===== src/rtl/life3_pkg.sv =====
// Package for the 3D life block: constants, state codes, the stage flag struct
// and the neighbor-phase offset table. No dependencies.
package life3_pkg;

  localparam int unsigned GRID_SIDE_DEF    = 32;
  localparam int unsigned PATTERN_SIDE_DEF = 16;

  localparam int unsigned CELL_W  = 4;
  localparam int unsigned GEN_W   = 4;
  localparam int unsigned TOTAL_W = 16;
  localparam logic [GEN_W-1:0] GEN_RESET = 4'd6;

  // Neighborhood sum over the 3x3x3 cube, the cell itself included (0..27).
  localparam int unsigned ACC_W = 5;
  localparam logic [ACC_W-1:0] ACC_BIRTH = 5'd3;
  // With the cell itself counted, a live cell with three neighbors sums to four.
  localparam logic [ACC_W-1:0] ACC_STAY  = 5'd4;

  localparam int unsigned PH_W = 4;
  localparam logic [PH_W-1:0] PH_CENTER = 4'd4;
  localparam logic [PH_W-1:0] PH_LAST   = 4'd8;

  typedef enum logic [2:0] {
    ST_CLEAR,
    ST_IDLE,
    ST_GEN,
    ST_DRAIN,
    ST_COUNT,
    ST_CFLUSH,
    ST_SUM,
    ST_DONE
  } state_e;

  // Flags that travel with one row read of the generation sweep.
  typedef struct packed {
    logic vld;
    logic oob;
    logic first;
    logic center;
    logic last;
  } tap_t;

  // Two-bit signed offset (-1, 0, +1) of a phase along x.
  function automatic logic [1:0] phase_dx(input logic [PH_W-1:0] ph);
    logic [1:0] d;
    unique case (ph)
      4'd0, 4'd1, 4'd2: d = 2'b11;
      4'd3, 4'd4, 4'd5: d = 2'b00;
      default:          d = 2'b01;
    endcase
    return d;
  endfunction

  // Two-bit signed offset (-1, 0, +1) of a phase along y.
  function automatic logic [1:0] phase_dy(input logic [PH_W-1:0] ph);
    logic [1:0] d;
    unique case (ph)
      4'd0, 4'd3, 4'd6: d = 2'b11;
      4'd1, 4'd4, 4'd7: d = 2'b00;
      default:          d = 2'b01;
    endcase
    return d;
  endfunction

endpackage


===== src/rtl/life3_lanes.sv =====
// Per-z neighbor accumulation and life rule over one grid row.
// Depends on life3_pkg (tap_t, accumulator width and rule constants).
module life3_lanes #(
  parameter int unsigned GRID_SIDE = life3_pkg::GRID_SIDE_DEF
) (
  input  logic                 clk_i,
  input  life3_pkg::tap_t      tap_i,
  input  logic [GRID_SIDE-1:0] row_i,
  output logic                 wr_o,
  output logic [GRID_SIDE-1:0] row_o
);

  logic [GRID_SIDE-1:0]     row_m;
  logic [GRID_SIDE+1:0]     row_pad;
  logic [GRID_SIDE-1:0]     self_q;
  logic [life3_pkg::ACC_W-1:0] acc_q [GRID_SIDE];
  logic [life3_pkg::ACC_W-1:0] acc_d [GRID_SIDE];

  // Rows beyond the grid edge count as empty.
  assign row_m   = tap_i.oob ? '0 : row_i;
  assign row_pad = {1'b0, row_m, 1'b0};

  for (genvar z = 0; z < GRID_SIDE; z++) begin : g_lane
    logic [1:0] win;
    logic       self_bit;

    assign win = 2'(row_pad[z]) + 2'(row_pad[z+1]) + 2'(row_pad[z+2]);
    assign acc_d[z] = (tap_i.first ? '0 : acc_q[z]) + life3_pkg::ACC_W'(win);
    assign self_bit = tap_i.center ? row_m[z] : self_q[z];
    assign row_o[z] = (acc_d[z] == life3_pkg::ACC_BIRTH) ||
                      (self_bit && (acc_d[z] == life3_pkg::ACC_STAY));

    always_ff @(posedge clk_i) begin
      if (tap_i.vld) begin
        acc_q[z] <= acc_d[z];
      end
    end
  end

  always_ff @(posedge clk_i) begin
    if (tap_i.vld && tap_i.center) begin
      self_q <= row_m;
    end
  end

  assign wr_o = tap_i.vld && tap_i.last;

endmodule


===== config.mk =====
export PLATFORM = sky130hd
export DESIGN_NAME = life3_lanes
export DESIGN_NICKNAME = d
export VERILOG_FILES = /design/src/rtl/life3_pkg.sv /design/src/rtl/life3_lanes.sv
export SDC_FILE = /design/constraint.sdc
export NUM_CORES = 1
export LEC_CHECK = 0
export ABC_AREA = 1
export ABC_CLOCK_PERIOD_IN_PS = 3300
export BUFFER_PORTS_ARGS = -buffer_cell sky130_fd_sc_hd__buf_4
export CAP_MARGIN = 25
export CORE_UTILIZATION = 63
export CTS_CLUSTER_SIZE = 28
export DETAILED_ROUTE_END_ITERATION = 6
export MAX_ROUTING_LAYER = met4
export PLACE_DENSITY = 0.8
export REMOVE_ABC_BUFFERS = 1
export SYNTH_ARGS = -nofsm -noshare
export SYNTH_HDL_FRONTEND = slang
export SYNTH_SLANG_ARGS = --single-unit

===== constraint.sdc =====
create_clock -name clk_i -period 3.3 [get_ports clk_i]
set_input_delay 0.495 -clock clk_i [delete_from_list [all_inputs] [get_ports clk_i]]
set_output_delay 0.495 -clock clk_i [all_outputs]
set_load 0.01 [all_outputs]

; After elaboration in Yosys (flattened, before gate mapping)
; Memory sizes are Yosys's and may differ from the RTL's.
; Cells that the tools add are included.
[totals]
ramBits = 160
inputBits = 38
mem_count = 1
register_bits = 32
elab_cells = 292
output_inout_bits = 33
[classes]
add_sub_neg = 93
n_reduce_logical = 66
n_eq_ne = 64
n_mux = 67
[mem_list]
columns = memory, depth, word_bits, read_ports, rd_clocked_by_memory_dff, write_ports, line
row1 = acc_q, 32, 5, 32, 0, 32, life3_lanes.sv:16  ; logic [life3_pkg::ACC_W-1:0] acc_q [GRID_SIDE];
[ops]
columns = op, count
row1 = 5-bit by 2-bit adder with 5-bit output, 32
row2 = "5-bit by 2-bit equality test with 1-bit output, second input constant", 32
row3 = "5-bit by 3-bit equality test with 1-bit output, second input constant", 32
row4 = 5-bit two-way mux, 32
row5 = 1-bit by 1-bit adder with 2-bit output, 31
row6 = 2-bit by 1-bit adder with 2-bit output, 30
row7 = 1-bit logical AND, 34
row8 = 1-bit two-way mux, 34
row9 = 1-bit logical OR, 32
row10 = 32-bit two-way mux, 1

; Longest topological paths before layout
[depth]
ltp_word = 7
depth_mapped = 20
ltp_nobuf = 18

; Worst setup path before layout
; No wires, ideal clock.
[synth_path]
path_type = input to output
startpoint = input tap_i[2] in the netlist's numbering
endpoint = output row_o[24]
required_time_ns = 2.805
setup_slack_ns = 0.113
arrival_time_ns = 2.692
path_stages = 15
n_path_buf = 4
cell_sequence = buf_6 -> buf_2 -> buf_2 -> buf_2 -> nor2_1 -> ha_1 -> ha_1 -> inv_1 -> fa_1 -> inv_1 -> nor3_1 -> o21ai_0 -> nand2_1 -> nand2_1 -> nor2_1
[synth_rtl]
columns = item, line
row1 = from (decl), life3_lanes.sv:7  ; input life3_pkg::tap_t tap_i,
row2 = to (decl), life3_lanes.sv:10  ; output logic [GRID_SIDE-1:0] row_o

==> impl_metrics.yaml <==
outcome:
  status: "finished, violations left"
  violations: "negative setup slack"
yosys:
  ys_top_cells_by_area: "edfxtp_1 43%, inv_1 12%, nand2_1 10%, ha_1 8.1%, nor2_1 7.4%"
  synth_edf_count: 192
  netlist_area_mm2: 0.0135
  synth_largest_area_cell: "edfxtp_1"
  syn_area_per_cell_um2: 7.93
  yosysMostFrequentCell: "inv_1"
  synthArstFlopShare: 0
  synth-seq-area-share: 0.427
  ys.flop_type: "edfxtp_1"
  synth_commonest_cells: "436 x inv_1, 373 x nand2_1, 268 x nor2_1, 192 x edfxtp_1, 87 x ha_1"
  ys_types: 28
  ys_seq_elements: 192
  yosys.area.top_type_share: 0.427
  synth_warnings: 0
  syn_inst: 1704
pwr:
  p_per_area_mw_per_mm2: 428
  ir_worst_vdd_uv: 357
  p_leak_nw: 8.81
sta:
  hold_viol: 0
  fin_setup_tns_ns: -1.64
  slew_viol_final: 0
  holdWs_ns: 0.423
  finClkSkew_ns: 0.0126
  worstMarginPinSlew_ns: 0.759
  rsz0062_at_grt: "true"
  setup_viol_count_final: 18
  min_period_ns: 3.49
  fmax_mhz: 287
  relSlewSlack: 0.494
  min_period_over_period: 1.06
  layout_setup_ws_ns: -0.188
clock_network:
  cts_max_level: 4
  clk_transition_reported_paths_ns: 0.07
  clock-sinks: 192
  cts_tree: "built"
  cts-root-buf: "clkbuf_16"
  clockBufferDepth: 2
  clkLatencyLatePin_ns: 0.45
  cts_buffers: 17
global_routing:
  grt_pass1_wl_um: 53300
  gr-usage-all-layers: 0.316
  grt_max_degree: 121
  grt-ovfl-total: 0
  grt_pass1_vias: 11822
  grt_antenna_before_repair: 0
floorplan:
  io_pins: 71
  die_h_um: 148
  fp.dieW_um: 148
  core_mm2: 0.0210
  dieArea_mm2: 0.0220
  initial_core_util: 0.643
  rows: 53
setup_path:
  required_ns: 2.80
  slowest_stage: "fa_1"
  arrival_ns: 2.99
  critical-path-max-stage-delay_ns: 0.50
  path_common_cell: "nor2_1"
  cp_max_fo: 11
  end_kind: "output pin"
  setup.worst_path.class: "in -> out"
  path_cells: "buf_12 > clkinvlp_4 > buf_12 > nand2_1 > inv_2 > nor2_1 > a21oi_1 > ha_1 > ha_1 > inv_1 > fa_1 > inv_1 > nor2_1 > o211ai_1 > nor2_1 > nor2_1 > nor2_1 > buf_4"
  start_kind: "input port"
drt:
  drtAntennaViolNets: 0
  drt_iter0_markers: 993
  vias_per_cell: 5.25
  wl_per_cell_um: 15.2
  drt_first_pass_iters: 6
  wl_um: 34000
  vias: 11767
  drc: 0
place:
  io_buffer_count: 70
  place.gp.congestion: 0.867
  dp.cells: 2183
  dpl.hpwl_um: 21500
run:
  drv_cap: 0
finish:
  areaGrowthSynthToFinish_pct: 26.0
  fin_cells: 2243
  fin_nets: 2112
  final_layout_size_suffix_gt1_frac: 0.232
  multi_input_area_mm2: 0.00651
  regArea_mm2: 0.00577
  nFillCells: 1226
  diodes: 0
worst_hold_path:
  hold_class: "in -> reg"
## report_power, final
part / internal [W] / switching, W / total, W
logic: 0.000899 / 0.00122 / 0.00212
registers: 0.00301 / 0.0000811 / 0.00309
clock network: 0.00105 / 0.00101 / 0.00207
## per-layer routing
metal | vias up | global-route usage | wire length [um]
met1 | 5521 | 0.367 | 13100
met3 | 89 | 0.0460 | 2230
li1 | 5713 | - | -
met5 | - | - | 0
met2 | 444 | 0.552 | 17800
met4 | 0 | 0.120 | 921
## cell families (layout without fill, tap and decap cells)
kind of cell    count (synthesis)  after routing  synth area share
compound gates                133            133            0.0534
simple gates                  724            724             0.211
flops                         192            192             0.427
xor+xnor                       66             66            0.0428
buf+inv                       470            734             0.138
fa+ha+maj                     119            119             0.128
## per-stage QoR
| stage | worst slack [ns] | instance area (um^2) | total power (W) | util |
|---|---|---|---|---|
| floorplan | 0.130 | 13300 | 0.00422 | - |
| global placement | -0.0759 | 15500 | 0.00487 | 0.739 |
| detailed placement | -0.179 | 15500 | 0.00497 | 0.739 |
| CTS | -0.165 | 16500 | 0.00711 | 0.785 |
| global route | -0.300 | 17000 | 0.00762 | 0.809 |
| finish | -0.188 | 17000 | 0.00728 | 0.809 |
## cell usage in the layout (no fill, tap or decap), drive strengths merged, types with 33 or more instances in the layout
cell / count
buf: 261
nor2: 270
a21oi: 33
xor2: 56
ha: 87
edfxtp: 192
nand3: 53
o21ai: 72
nand2: 383
inv: 440
## worst paths after layout
path,startpoint,endpoint,slack [ns],depth (start not counted)
setup / recovery,tap_i[3],row_o[27],-0.19,18
hold / removal,row_i[26],self_q[26]$_DFFE_PP_,0.42,3
setup reg to reg,acc_q[0][60]$_DFFE_PP_,acc_q[0][64]$_DFFE_PP_,1.06,11
hold reg to reg,acc_q[1][77]$_DFFE_PP_,acc_q[1][77]$_DFFE_PP_,0.67,2
## timing repair
item | CTS | global route
resized for setup | 105 | 142
buffers inserted | 10 | 19
endpoints found under the hold margin | 0 | 0
hold buffers | 0 | 0
gates cloned | 2 | 0
endpoints found under the setup margin | 30 | 31
pin swaps | 32 | 66
## worst max-delay path: cells and delay by family
kind            cells  cell delay, ns
fa+ha+maj           3            0.94
compound gates      2            0.17
simple gates        6            0.67
buf+inv             7            0.72
## flip-flops by register name, indices dropped and copies added (netlist names)
register,flops
self_q,32
acc_q,160
## final cells by class
type                       count  share of cell area
multi-input combinational   1042               0.383
sequential                   192               0.339
timing repair buffer         262               0.126
inverter                     440              0.0994
clock buffer                  18              0.0252
tap                          275              0.0202
clock inverter                14             0.00794
Power figures use the tool's default switching activity.
