<file path="config.mk">
export PLATFORM = sky130hd
export DESIGN_NAME = life3_tally
export DESIGN_NICKNAME = d
export VERILOG_FILES = /design/src/rtl/life3_pkg.sv /design/src/rtl/life3_tally.sv
export SDC_FILE = /design/constraint.sdc
export NUM_CORES = 1
export LEC_CHECK = 0
export ABC_AREA = 1
export BUFFER_PORTS_ARGS = -buffer_cell sky130_fd_sc_hd__buf_2
export CORE_AREA = 2 2 281 283
export CTS_BUF_LIST = sky130_fd_sc_hd__clkbuf_4 sky130_fd_sc_hd__clkbuf_8
export CTS_CLUSTER_SIZE = 14
export DETAILED_ROUTE_END_ITERATION = 10
export DIE_AREA = 0 0 283 285
export SLEW_MARGIN = 20
export SYNTH_ARGS = -nofsm -noshare
export SYNTH_HDL_FRONTEND = slang
export SYNTH_SLANG_ARGS = --single-unit
export TNS_END_PERCENT = 10
</file>
<file path="constraint.sdc">
create_clock -name clk_i -period 2.8 [get_ports clk_i]
set_input_delay 0.42 -clock clk_i [delete_from_list [all_inputs] [get_ports clk_i]]
set_output_delay 0.42 -clock clk_i [all_outputs]
set_load 0.03 [all_outputs]
</file>
<file path="src/rtl/life3_pkg.sv">
// Package for the 3D life block: constants, state codes, the stage flag struct
// and the neighbor-phase offset table. No dependencies.
package life3_pkg;

  localparam int unsigned GRID_SIDE_DEF    = 32;
  localparam int unsigned PATTERN_SIDE_DEF = 16;

  localparam int unsigned CELL_W  = 4;
  localparam int unsigned GEN_W   = 4;
  localparam int unsigned TOTAL_W = 16;
  localparam logic [GEN_W-1:0] GEN_RESET = 4'd6;

  // Neighborhood sum over the 3x3x3 cube, the cell itself included (0..27).
  localparam int unsigned ACC_W = 5;
  localparam logic [ACC_W-1:0] ACC_BIRTH = 5'd3;
  // With the cell itself counted, a live cell with three neighbors sums to four.
  localparam logic [ACC_W-1:0] ACC_STAY  = 5'd4;

  localparam int unsigned PH_W = 4;
  localparam logic [PH_W-1:0] PH_CENTER = 4'd4;
  localparam logic [PH_W-1:0] PH_LAST   = 4'd8;

  typedef enum logic [2:0] {
    ST_CLEAR,
    ST_IDLE,
    ST_GEN,
    ST_DRAIN,
    ST_COUNT,
    ST_CFLUSH,
    ST_SUM,
    ST_DONE
  } state_e;

  // Flags that travel with one row read of the generation sweep.
  typedef struct packed {
    logic vld;
    logic oob;
    logic first;
    logic center;
    logic last;
  } tap_t;

  // Two-bit signed offset (-1, 0, +1) of a phase along x.
  function automatic logic [1:0] phase_dx(input logic [PH_W-1:0] ph);
    logic [1:0] d;
    unique case (ph)
      4'd0, 4'd1, 4'd2: d = 2'b11;
      4'd3, 4'd4, 4'd5: d = 2'b00;
      default:          d = 2'b01;
    endcase
    return d;
  endfunction

  // Two-bit signed offset (-1, 0, +1) of a phase along y.
  function automatic logic [1:0] phase_dy(input logic [PH_W-1:0] ph);
    logic [1:0] d;
    unique case (ph)
      4'd0, 4'd3, 4'd6: d = 2'b11;
      4'd1, 4'd4, 4'd7: d = 2'b00;
      default:          d = 2'b01;
    endcase
    return d;
  endfunction

endpackage

</file>
<file path="src/rtl/life3_tally.sv">
// Active-cell tally: per-z column counters filled row by row, then on shift_i
// shifted out one per cycle into a saturating 16-bit total. Uses life3_pkg.
module life3_tally #(
  parameter int unsigned GRID_SIDE = life3_pkg::GRID_SIDE_DEF
) (
  input  logic                          clk_i,
  input  logic                          rst_ni,
  input  logic                          clr_i,
  input  logic                          add_i,
  input  logic [GRID_SIDE-1:0]          row_i,
  input  logic                          shift_i,
  output logic [life3_pkg::TOTAL_W-1:0] total_o
);

  localparam int unsigned LW = $clog2(GRID_SIDE * GRID_SIDE + 1);
  localparam int unsigned SW = life3_pkg::TOTAL_W + 1;

  logic [LW-1:0] cnt_q [GRID_SIDE];
  logic [life3_pkg::TOTAL_W-1:0] total_q;
  logic [SW-1:0] sum;

  assign sum = SW'(total_q) + SW'(cnt_q[0]);

  always_ff @(posedge clk_i or negedge rst_ni) begin
    if (!rst_ni) begin
      for (int z = 0; z < GRID_SIDE; z++) begin
        cnt_q[z] <= '0;
      end
      total_q <= '0;
    end else begin
      priority if (clr_i) begin
        for (int z = 0; z < GRID_SIDE; z++) begin
          cnt_q[z] <= '0;
        end
        total_q <= '0;
      end else if (add_i) begin
        for (int z = 0; z < GRID_SIDE; z++) begin
          cnt_q[z] <= cnt_q[z] + LW'(row_i[z]);
        end
      end else if (shift_i) begin
        for (int z = 0; z < GRID_SIDE - 1; z++) begin
          cnt_q[z] <= cnt_q[z+1];
        end
        cnt_q[GRID_SIDE-1] <= '0;
        total_q <= sum[SW-1] ? '1 : sum[life3_pkg::TOTAL_W-1:0];
      end
    end
  end

  assign total_o = total_q;

endmodule

</file>
-- Word level (Yosys, flattened, before mapping)
Index checks and enable logic that the tools add are counted.
- $add $sub $neg: 33
- equal/unequal tests: 1
- muxes and demuxes: 7
- reduce and logical (&&, ||, !) cells: 3
- operators with widths (kind ; count):
    352-bit 2-to-1 mux ; 3
    11-bit by 1-bit adder with 11-bit output ; 32
    16-bit 2-to-1 mux ; 4
    16-bit by 11-bit adder with 17-bit output ; 1
    3-bit nonzero test ; 1
    2-bit != test, second input constant ; 1
    2-bit AND reduction ; 1
    2-bit nonzero test ; 1
- flip-flop bits (word level): 368
- bits of input ports: 37
- output and inout port bits: 16
- logic and storage cells: 77

-- Depth between registers and ports, before layout
Gate-level depths: netlist of the first run.
- word-level depth: 5
- gate-level depth with buffers: 12
- mapped depth without buffers: 11

-- Worst setup path before layout of the first run
Ideal clock, no wire load.
- path type: register -> register
- from: reg total_q (netlist bit total_o[0])
- to: reg total_q (netlist bit total_o[14])
- library setup time: 0.117 ns
- data arrival time: 2.045 ns
- data required time: 2.683 ns
- slack: 0.638 ns
- stages on the path, launching flop included: 12
- buffers on the path: 1
- clock period less this slack: 2.162 ns
- cells stage by stage: dfrtp_1 -> ha_1 -> fa_1 -> nand3_1 -> nand3_1 -> nand3_1 -> nand3_1 -> nand2_1 -> buf_2 -> nand3_1 -> nand2_1 -> nand2_1
- longest elaborated chain between the ends: 5
- RTL lines (what ; RTL line ; RTL):
    start: declaration ; life3_tally.sv:19 ; logic [life3_pkg::TOTAL_W-1:0] total_q;
    start signal: assignment ; life3_tally.sv:45 ; total_q <= sum[SW-1] ? '1 : sum[life3_pkg::TOTAL_W-1:0];
    16-bit by 11-bit adder with 17-bit output ; life3_tally.sv:22 ; assign sum = SW'(total_q) + SW'(cnt_q[0]);
    16-bit 2-to-1 mux ; life3_tally.sv:45 ;
    16-bit 2-to-1 mux ; life3_tally.sv:40 ; end else if (shift_i) begin
    16-bit 2-to-1 mux ; life3_tally.sv:36 ; end else if (add_i) begin
    16-bit 2-to-1 mux ; life3_tally.sv:31 ; priority if (clr_i) begin
Every way passes these cells. The select of a mux whose other input is x is not followed.
A chain may end at the register's enable or synchronous reset.

-- Worst setup path after layout of the first run
- from: reg cnt_q[341] in the netlist's numbering
- to: reg total_q (netlist bit total_o[2])
- longest elaborated chain between the ends: 5
- RTL lines (what ; RTL line ; RTL):
    start: declaration ; life3_tally.sv:18 ; logic [LW-1:0] cnt_q [GRID_SIDE];
    start signal: indexed assignment ; life3_tally.sv:38 ; cnt_q[z] <= cnt_q[z] + LW'(row_i[z]);
    start signal: indexed assignment ; life3_tally.sv:42 ; cnt_q[z] <= cnt_q[z+1];
    16-bit by 11-bit adder with 17-bit output ; life3_tally.sv:22 ;
    16-bit 2-to-1 mux ; life3_tally.sv:45 ;
    16-bit 2-to-1 mux ; life3_tally.sv:40 ;
    16-bit 2-to-1 mux ; life3_tally.sv:36 ;
    16-bit 2-to-1 mux ; life3_tally.sv:31 ;
Every way passes these cells. The select of a mux whose other input is x is not followed.

==> flow_summary.json, run 1 <==
{
  "status": "finished clean",
  "grt_pass1_wl_mm": 102,
  "vias": 21115,
  "synth_area_per_cell_sq_um": 7.11,
  "route.final.wire_length_mm": 60.0,
  "synth_edf_count": 0,
  "worstMarginPinSlew_ps": 762,
  "fmax_mhz": 432,
  "layout.nets": 3390,
  "syn_area_sq_um": 23200,
  "cts_inserted_buffers": 72,
  "criticalPathCategory": "flop to flop",
  "dp_hpwl_mm": 38.0,
  "grt_max_degree": 117,
  "finalSetupViolCount": 0,
  "yosys.area.top_type": "dfrtp_1",
  "clk_latency_ps": 640,
  "overflow": 0,
  "finalWorstSetupSlack_ps": 486,
  "start_kind": "flop",
  "wl_per_cell_microns": 13.7,
  "ys_types": 31,
  "area_growth_pct": 13.7,
  "setup_tns_ps": 0,
  "ys_seq_elements": 368,
  "port_buffers": 52,
  "crit_fanout": 15,
  "route.detailed.drc": 0,
  "yosys-top-cells-area": "dfrtp_1, nand2_1, o21ai_0",
  "irDropWorstVdd_v": 0.000258,
  "pre_cts_slack_ps": 439,
  "yosys_warnings": 0,
  "ant_nets": 0,
  "fp.dieH_microns": 285,
  "power_leakage_nw": 12.1,
  "cap_violations": 0,
  "core-area_sq_um": 78000,
  "yosysTopAreaCellShare_pct": 39.8,
  "yosys_most_used_dff": "dfrtp_1",
  "slew_headroom_pct": 49.2,
  "utilization_pct": 33.7,
  "cts_tree": "done",
  "io_pins": 53,
  "finalCriticalPeriod_ps": 2310,
  "drt_first_iter_violations": 1275,
  "post_cts_buffers": 0,
  "grt_pass1_vias": 20386,
  "drv_slew": 0,
  "ctsResizeCount": 0,
  "skew_ps": 23.2,
  "crit_arrival_ps": 2840,
  "fin_cells": 4385,
  "routed_via_density": 4.82,
  "drive_gt1_share_pct": 7.29,
  "firstDrtPassIters": 5,
  "dieArea_sq_um": 80700,
  "cts.path.max_buffers": 3,
  "grt_usage_pct": 14.8,
  "gp_congestion": 0.834,
  "yosysSeqAreaShare_pct": 39.8,
  "synth_top_cells_by_count": "nand2_1, inv_1, o21ai_0",
  "antenna_found_initial": 8,
  "syn_inst": 3258,
  "cts-root-buf": "clkbuf_8",
  "cts-hold-fix-buffers": 1,
  "clk_pin_slew_ps": 60,
  "syn-num-nets": 3371,
  "async_reset_ff_share_pct": 100,
  "hp-class": "primary input to flop",
  "crit_required_ps": 3320,
  "min_period_over_period_pct": 82.7,
  "endpoint_kind": "flop",
  "finalHoldViolCount": 0,
  "std_cell_rows": 103,
  "clock-sinks": 368,
  "p_per_area_nw_per_um2": 541,
  "place_inst": 4252,
  "cts-htree-levels": 3,
  "synth_most_common_cell": "nand2_1",
  "die_w_microns": 283,
  "initial_core_util_pct": 29.7,
  "grt_setup_unrepaired": "no"
}
stage by stage:
step,total power [mW],instance area [sq um],hold WS [ps]
6_report,14.2,26300,127
4_1_cts,14.5,26300,69.4
3_3_place_gp,8.38,24700,460
5_1_grt,15.1,26300,95.8
3_5_place_dp,8.41,24700,437
2_1_floorplan,7.69,23200,124
power by group:
part	internal, mW	switching [mW]	total (mW)
Combinational	0.750	1.41	2.16
Sequential	5.75	0.407	6.15
Clock	3.45	2.48	5.93
cell families after synthesis:
logic type               count (synthesis)  synth area share, %
AO/OA/AOI/OAI                          895                 20.6
XOR/XNOR                                92                 3.48
adder cells (fa/ha/maj)                 76                 4.14
buffers and inverters                  599                 9.95
flip-flops                             368                 39.8
AND/OR/NAND/NOR                       1228                 22.0
worst paths after layout:
kind | from | to | slack, ps | depth (start not counted)
setup / recovery | cnt_q[341]$_DFFE_PN0P_ | total_o[2]$_DFFE_PN0P_ | 490 | 10
hold / removal | row_i[31] | cnt_q[0]$_DFFE_PN0P_ | 130 | 4
setup reg to reg | cnt_q[341]$_DFFE_PN0P_ | total_o[2]$_DFFE_PN0P_ | 490 | 10
hold reg to reg | cnt_q[10]$_DFFE_PN0P_ | cnt_q[10]$_DFFE_PN0P_ | 480 | 2
max in group asynchronous | rst_ni | cnt_q[32]$_DFFE_PN0P_ | 1680 | 3
min in group asynchronous | rst_ni | cnt_q[90]$_DFFE_PN0P_ | 380 | 2
critical path, stage by stage, from the launching register on:
cell and delay (ps):
dfrtp_1 400, ha_1 220, fa_1 420, nand3_1 110, nand3_1 130, nand3_1 100, nand3_1 100, nand2_1 430
nand3_1 150, nand2_1 90, nand2_1 50
area by class of cell:
cell class | count | area (sq um)
tap | 1050 | 1310
sequential | 368 | 9210
clock inverter | 6 | 33.8
antenna | 1 | 2.50
clock buffer | 125 | 1550
inverter | 445 | 1700
fill | 8310 | 51700
timing repair buffer | 99 | 872
multi-input combinational | 2291 | 11600
placed cells by master, fill, tap and decap left out, types with 2 or more instances in the layout:
cell      count
nand2_1     738
inv_1       440
o21ai_0     387
dfrtp_1     368
a21oi_1     220
nand3_1     205
nor2_1      161
o22ai_1     118
o21ai_1     111
clkbuf_8     98
xor2_1       90
ha_1         75
nor3_1       74
o211ai_1     51
buf_2        50
nand4_1      37
clkbuf_4     28
buf_4        27
buf_12       19
or2_2         6
clkinv_2      5
o21a_1        3
o32ai_1       3
nor2_4        2
inv_8         2
xnor2_1       2
nor2_2        2
nand3b_1      2
sequential cells by signal, indices dropped and copies added (netlist names):
name and flops:
cnt_q 352, total_o 16
per-layer routing:
metal / up-vias / GRT usage, % / routed length [microns]
li1: 10870 / - / -
met1: 9868 / 20.2 / 29900
met2: 278 / 24.0 / 27000
met3: 87 / 2.65 / 2000
met4: 12 / 4.14 / 1010
met5: - / 0 / 63
Note: power is estimated with default switching activity, not from simulation.
==> inputs of run 2 (changes only) <==
==> constraint.sdc (replaced) <==
create_clock -name clk_i -period 2.1 [get_ports clk_i]
set_input_delay 0.315 -clock clk_i [delete_from_list [all_inputs] [get_ports clk_i]]
set_output_delay 0.315 -clock clk_i [all_outputs]
set_load 0.03 [all_outputs]
==> run 2 against run 1 <==
  * Maximum frequency grew 20%
  * Design area grew 0.54%
  * Worst hold slack lost 50 ps
  * Via count grew 0.65%
  * Non-clock buffer count grew 31
  * Clock power grew 26%
  * Final cell count grew 0.48%
==> flow_summary.json, run 2 (synthesized netlist as in run 1, its figures left out) <==
{
  "std_cell_rows": 103,
  "r2r_cells": 11,
  "whs_path_depth": 4,
  "core-area_sq_um": 78000,
  "dieArea_sq_um": 80700,
  "port_buffers": 52,
  "cts.path.max_buffers": 3,
  "min_to": "cnt_q[57]$_DFFE_PN0P_",
  "route.detailed.drc": 0,
  "routed_via_density": 4.82,
  "grt_max_degree": 107,
  "start_kind": "flop",
  "setup_tns_ps": 0,
  "crit_fanout": 6,
  "antenna_found_initial": 3,
  "layout.nets": 3420,
  "finalSetupViolCount": 0,
  "io_pins": 53,
  "criticalPathCategory": "flop to flop",
  "drv_slew": 0,
  "cap_violations": 0,
  "crit_path_max_incr_delay_ps": 410,
  "cts_tree": "done",
  "endpoint_kind": "flop",
  "finalHoldViolCount": 0,
  "overflow": 0,
  "final_common_cell": "nand2_1",
  "largest_reg_flops": 352,
  "largest-register": "cnt_q",
  "route.final.wire_length_mm": 60.2,
  "postPlaceCellArea_sq_um": 25000,
  "worst_path_max_delay_cell": "dfrtp_2",
  "skew_ps": 27.2,
  "grt_pass1_wl_mm": 103,
  "clock-sinks": 368,
  "wl_per_cell_microns": 13.7,
  "clkPwrFrac_pct": 40.2,
  "fillerInstances": 8283,
  "firstDrtPassIters": 5,
  "status": "finished clean",
  "share_comb_of_total_power_pct": 15.6,
  "cts-htree-levels": 3,
  "fp.dieH_microns": 285,
  "cts_inserted_buffers": 71,
  "ant_nets": 0,
  "clk_latency_ps": 650,
  "r2r-end": "total_o[8]$_DFFE_PN0P_",
  "drt_first_iter_violations": 1329,
  "grt_usage_pct": 14.9,
  "grt_pass1_vias": 20980,
  "postLayoutCellArea_sq_um": 26500,
  "reg2reg_slack_ps": 180,
  "vias": 21253,
  "power_frac_seq_pct": 44.2,
  "die_w_microns": 283,
  "fmax_mhz": 520,
  "hp-class": "primary input to flop",
  "power_leakage_nw": 12.2,
  "min_period_over_period_pct": 91.6,
  "cts-root-buf": "clkbuf_8",
  "p_per_area_nw_per_um2": 701,
  "irDropWorstVdd_v": 0.000314,
  "power.switching_mw": 5.64,
  "clk_pin_slew_ps": 60,
  "switching_share_pct": 30.4,
  "slew_headroom_pct": 54.2,
  "worstMarginPinSlew_ps": 687,
  "internal_power_mw": 12.9,
  "timing.rr.start": "total_o[0]$_DFFE_PN0P_",
  "cp-startpoint": "total_o[0]$_DFFE_PN0P_",
  "crit_arrival_ps": 2460,
  "crit_required_ps": 2640,
  "drive_gt1_share_pct": 8.05,
  "crit_chain": "ha_2 -> fa_2 -> nand3_1 -> nand3_2 -> nand3_1 -> nand3_2 -> nand2_2 -> buf_4 -> nand3b_1 -> nand2_1 -> nand2_1",
  "final_cell_mix": "nand2_1, inv_1, o21ai_0",
  "worstHoldStart": "shift_i",
  "initial_core_util_pct": 29.7,
  "grt_setup_unrepaired": "no",
  "area_growth_pct": 14.3,
  "dp_hpwl_mm": 38.4,
  "finalCriticalPeriod_ps": 1920,
  "gp_congestion": 0.826
}
==> run 2: changes by cell type in the layout (fill, tap and decap cells not counted), moves of 2 or more <==
cell / delta
buf_4: +28
clkbuf_8: -10
clkinv_2: -2
nand3_1: -2
nand3_2: +2
==> run 2: worst max-delay path, delay by kind of cell, from the launching register on <==
| family | cells | cell delay [ps] |
|---|---|---|
| adder cells (fa/ha/maj) | 2 | 580 |
| buffers and inverters | 1 | 150 |
| flip-flops | 1 | 410 |
| AND/OR/NAND/NOR | 8 | 660 |
==> run 2: what timing repair did <==
| item | in CTS | in global routing |
|---|---|---|
| hold buffers | 2 | 0 |
| setup buffers | 0 | 1 |
| pin swaps | 0 | 1 |
| gates resized for setup | 1 | 6 |
| endpoints found under the hold margin | 369 | 0 |
| setup endpoints to repair | 1 | 16 |
==> run 2: final cells by class <==
type                    count  area (sq um)  share of cell area, %
multi-input cells        2291         11700                   44.1
flip-flops and latches    368          9210                   34.8
inverters                 445          1700                   6.42
clock buffers             116          1420                   5.35
well taps                1050          1310                   4.97
repair buffers            130          1120                   4.25
clock inverters             5          31.3                  0.118
diodes                      1          2.50                0.00946
==> run 2: metal layers <==
metal / vias to the layer above / share of wire, % / track usage [%]
li1: 10914 / - / -
met4: 4 / 1.9 / 4.68
met1: 9933 / 49 / 20.3
met3: 90 / 3.6 / 2.14
met5: - / 0.045 / 0
met2: 312 / 45 / 24.3
==> run 2: power groups by stage <==
stage               clock (mW)  sequential (mW)  combinational [mW]
finish                    7.45             8.20                2.90
CTS                       7.70             8.19                2.94
detailed placement           0             8.31                2.92
global route              8.03             8.28                3.38
global placement             0             8.30                2.89
floorplan                    0             8.25                2.00
==> run 2: through the flow <==
step,instances,util [%],setup slack (ps),power (mW),hold slack [ps]
2_1_floorplan,3258,-,20.0,10.3,19.4
3_3_place_gp,4281,32.0,78.7,11.2,378
3_5_place_dp,4281,32.0,20.6,11.2,370
4_1_cts,4404,33.9,50.5,18.8,43.7
5_1_grt,4406,33.9,17.2,19.7,101
6_report,4406,33.9,176,18.5,76.4
==> run 2: worst max path at each step <==
stage | slack [ps] | cells past startpoint | endpoint
after floorplan | 20 | 11 | total_o[8]$_DFFE_PN0P_
after global placement | 80 | 11 | total_o[14]$_DFFE_PN0P_
after detailed placement | 20 | 11 | total_o[13]$_DFFE_PN0P_
after global routing | 20 | 9 | cnt_q[208]$_DFFE_PN0P_
final | 180 | 11 | total_o[8]$_DFFE_PN0P_
after CTS | 50 | 11 | total_o[13]$_DFFE_PN0P_
==> inputs of run 3 (changes only) <==
--- a/config.mk
+++ b/config.mk
@@ -12,6 +12,7 @@
 export CTS_CLUSTER_SIZE = 14
 export DETAILED_ROUTE_END_ITERATION = 10
 export DIE_AREA = 0 0 283 285
+export REMOVE_ABC_BUFFERS = 1
 export SLEW_MARGIN = 20
 export SYNTH_ARGS = -nofsm -noshare
 export SYNTH_HDL_FRONTEND = slang
==> run 3 against run 2 <==
  * Worst setup slack got worse by 29 ps
  * Sequential share of layout area fell by 0.19 points
  * Clock skew fell by 1.5 ps
  * Maximum frequency fell by 1.5%
  * Largest power group unchanged
  * Final cell count barely moved
  * Utilization rose by 0.18 points
  * First-iteration DRC count rose by 14%
  * Wire length rose by 1.2%
  * Flip-flop and latch count did not move
==> flow_summary.json, run 3 (synthesized netlist as in run 1, its figures left out) <==
{
  "cap_violations": 0,
  "drive_gt1_share_pct": 7.94,
  "crit_chain": "ha_1 -> fa_2 -> nand3_1 -> nand3_2 -> nand3_1 -> nand3_1 -> nand2_2 -> buf_12 -> nand3_1 -> nand2_1 -> nand2_1",
  "criticalPathCategory": "flop to flop",
  "port_buffers": 52,
  "crit_top_cell": "nand3_1",
  "reg2reg_slack_ps": 150,
  "cts_tree": "done",
  "clkPwrFrac_pct": 41.7,
  "worst_path_max_delay_cell": "dfrtp_1",
  "post_cts_buffers": 0,
  "wl_per_cell_microns": 13.8,
  "largest-register": "cnt_q",
  "postLayoutCellArea_sq_um": 26600,
  "route.detailed.drc": 0,
  "initial_core_util_pct": 29.7,
  "hp-class": "primary input to flop",
  "crit_arrival_ps": 2490,
  "firstDrtPassIters": 5,
  "overflow": 0,
  "dp_hpwl_mm": 39.2,
  "final_cell_mix": "nand2_1, inv_1, o21ai_0",
  "critical-path-top-delay-family": "simple AND/OR/NAND/NOR gates",
  "drv_slew": 0,
  "die_w_microns": 283,
  "drt_first_iter_violations": 1510,
  "io_pins": 53,
  "std_cell_rows": 103,
  "irDropWorstVdd_v": 0.000404,
  "largest_reg_flops": 352,
  "r2r-end": "total_o[11]$_DFFE_PN0P_",
  "finalCriticalPeriod_ps": 1950,
  "slew_headroom_pct": 54.3,
  "cts-htree-levels": 3,
  "clk_pin_slew_ps": 50,
  "start_kind": "flop",
  "route.final.wire_length_mm": 60.9,
  "timing.rr.start": "total_o[0]$_DFFE_PN0P_",
  "r2r_cells": 11,
  "grt_usage_pct": 15.2,
  "share_comb_of_total_power_pct": 15.4,
  "worstHoldStart": "row_i[31]",
  "cts-root-buf": "clkbuf_8",
  "grt_max_degree": 109,
  "finalHoldViolCount": 0,
  "cts_inserted_buffers": 70,
  "power_leakage_nw": 12.3,
  "status": "finished clean",
  "clock-sinks": 368,
  "endpoint_kind": "flop",
  "p_per_area_nw_per_um2": 718,
  "crit_path_max_incr_delay_ps": 410,
  "grt_pass1_wl_mm": 104,
  "final_common_cell": "nand2_1",
  "vias": 21368,
  "clk_latency_ps": 660,
  "gp_congestion": 0.817,
  "crit_fanout": 15,
  "power.switching_mw": 5.79,
  "layout.nets": 3412,
  "switching_share_pct": 30.3,
  "min_period_over_period_pct": 93.0,
  "antenna_found_initial": 1,
  "finalSetupViolCount": 0,
  "min_to": "cnt_q[0]$_DFFE_PN0P_",
  "internal_power_mw": 13.3,
  "skew_ps": 25.7,
  "dieArea_sq_um": 80700,
  "power_frac_seq_pct": 42.9,
  "fmax_mhz": 512,
  "whs_path_depth": 4,
  "ant_nets": 0,
  "worstMarginPinSlew_ps": 686,
  "postPlaceCellArea_sq_um": 25000,
  "grt_pass1_vias": 20710,
  "fillerInstances": 8343,
  "path_buf_inv": 1,
  "cts.path.max_buffers": 3,
  "area_growth_pct": 14.9,
  "crit_required_ps": 2640,
  "p_total_mw": 19.1,
  "fp.dieH_microns": 285,
  "core-area_sq_um": 78000,
  "routed_via_density": 4.85
}
## run 3: tightest hold or removal path, delay by kind of cell
| family | cells | cell delay, ps |
|---|---|---|
| AOI/OAI and AO/OA | 1 | 60 |
| adders and majority gates | 1 | 130 |
| buffers and inverters | 1 | 120 |
| and+or+nand+nor | 1 | 40 |
## run 3: layer usage
metal / GRT usage [%] / wire length (microns) / vias up
met5: 0 / 0 / -
met4: 3.82 / 1110 / 0
li1: - / - / 10910
met1: 21.2 / 30200 / 10045
met2: 24.3 / 27400 / 327
met3: 2.47 / 2220 / 86
## run 3: power by group through the flow
stage	sequential, mW	clock, mW	combinational (mW)
final	8.20	7.96	2.95
after global routing	8.29	8.56	3.42
after CTS	8.19	8.22	2.99
after detailed placement	8.31	0	2.97
after global placement	8.31	0	2.93
after floorplan	8.26	0	1.90
## run 3: worst max path at each step
stage,startpoint,to,slack [ps],depth (start not counted)
final,total_o[0]$_DFFE_PN0P_,total_o[11]$_DFFE_PN0P_,150,11
after global placement,clr_i,cnt_q[107]$_DFFE_PN0P_,120,9
after detailed placement,clr_i,cnt_q[140]$_DFFE_PN0P_,30,9
after CTS,total_o[0]$_DFFE_PN0P_,total_o[11]$_DFFE_PN0P_,60,11
after global routing,total_o[0]$_DFFE_PN0P_,total_o[13]$_DFFE_PN0P_,-40,11
after floorplan,clr_i,cnt_q[114]$_DFFE_PN0P_,-2030,8
## run 3: through the flow
step                      util (%)  cells  hold WS [ps]  TNS [ps]  worst slack [ps]
after global placement        32.1   4276           202         0               121
after CTS                     34.1   4402          19.7         0              63.6
after detailed placement      32.1   4276           201         0              30.3
after floorplan                  -   3104          19.4   -579870             -2030
after global routing          34.1   4403          55.7      -191             -36.6
final                         34.1   4403          78.0         0               146
## run 3: final cells by class
| class | instances | area (sq um) | area share [%] |
|---|---|---|---|
| Antenna cell | 1 | 2.50 | 0.00941 |
| Clock buffer | 114 | 1410 | 5.29 |
| Clock inverter | 11 | 159 | 0.597 |
| Inverter | 445 | 1700 | 6.38 |
| Multi-Input combinational cell | 2291 | 11700 | 43.8 |
| Sequential cell | 368 | 9210 | 34.6 |
| Tap cell | 1050 | 1310 | 4.94 |
| Timing Repair Buffer | 123 | 1150 | 4.33 |
## run 3: repair_timing
action / 4_1_cts / 5_1_grt
gates resized for setup: 0 / 5
hold buffers: 1 / 0
endpoints found under the setup margin: 0 / 17
endpoints found under the hold margin: 368 / 0
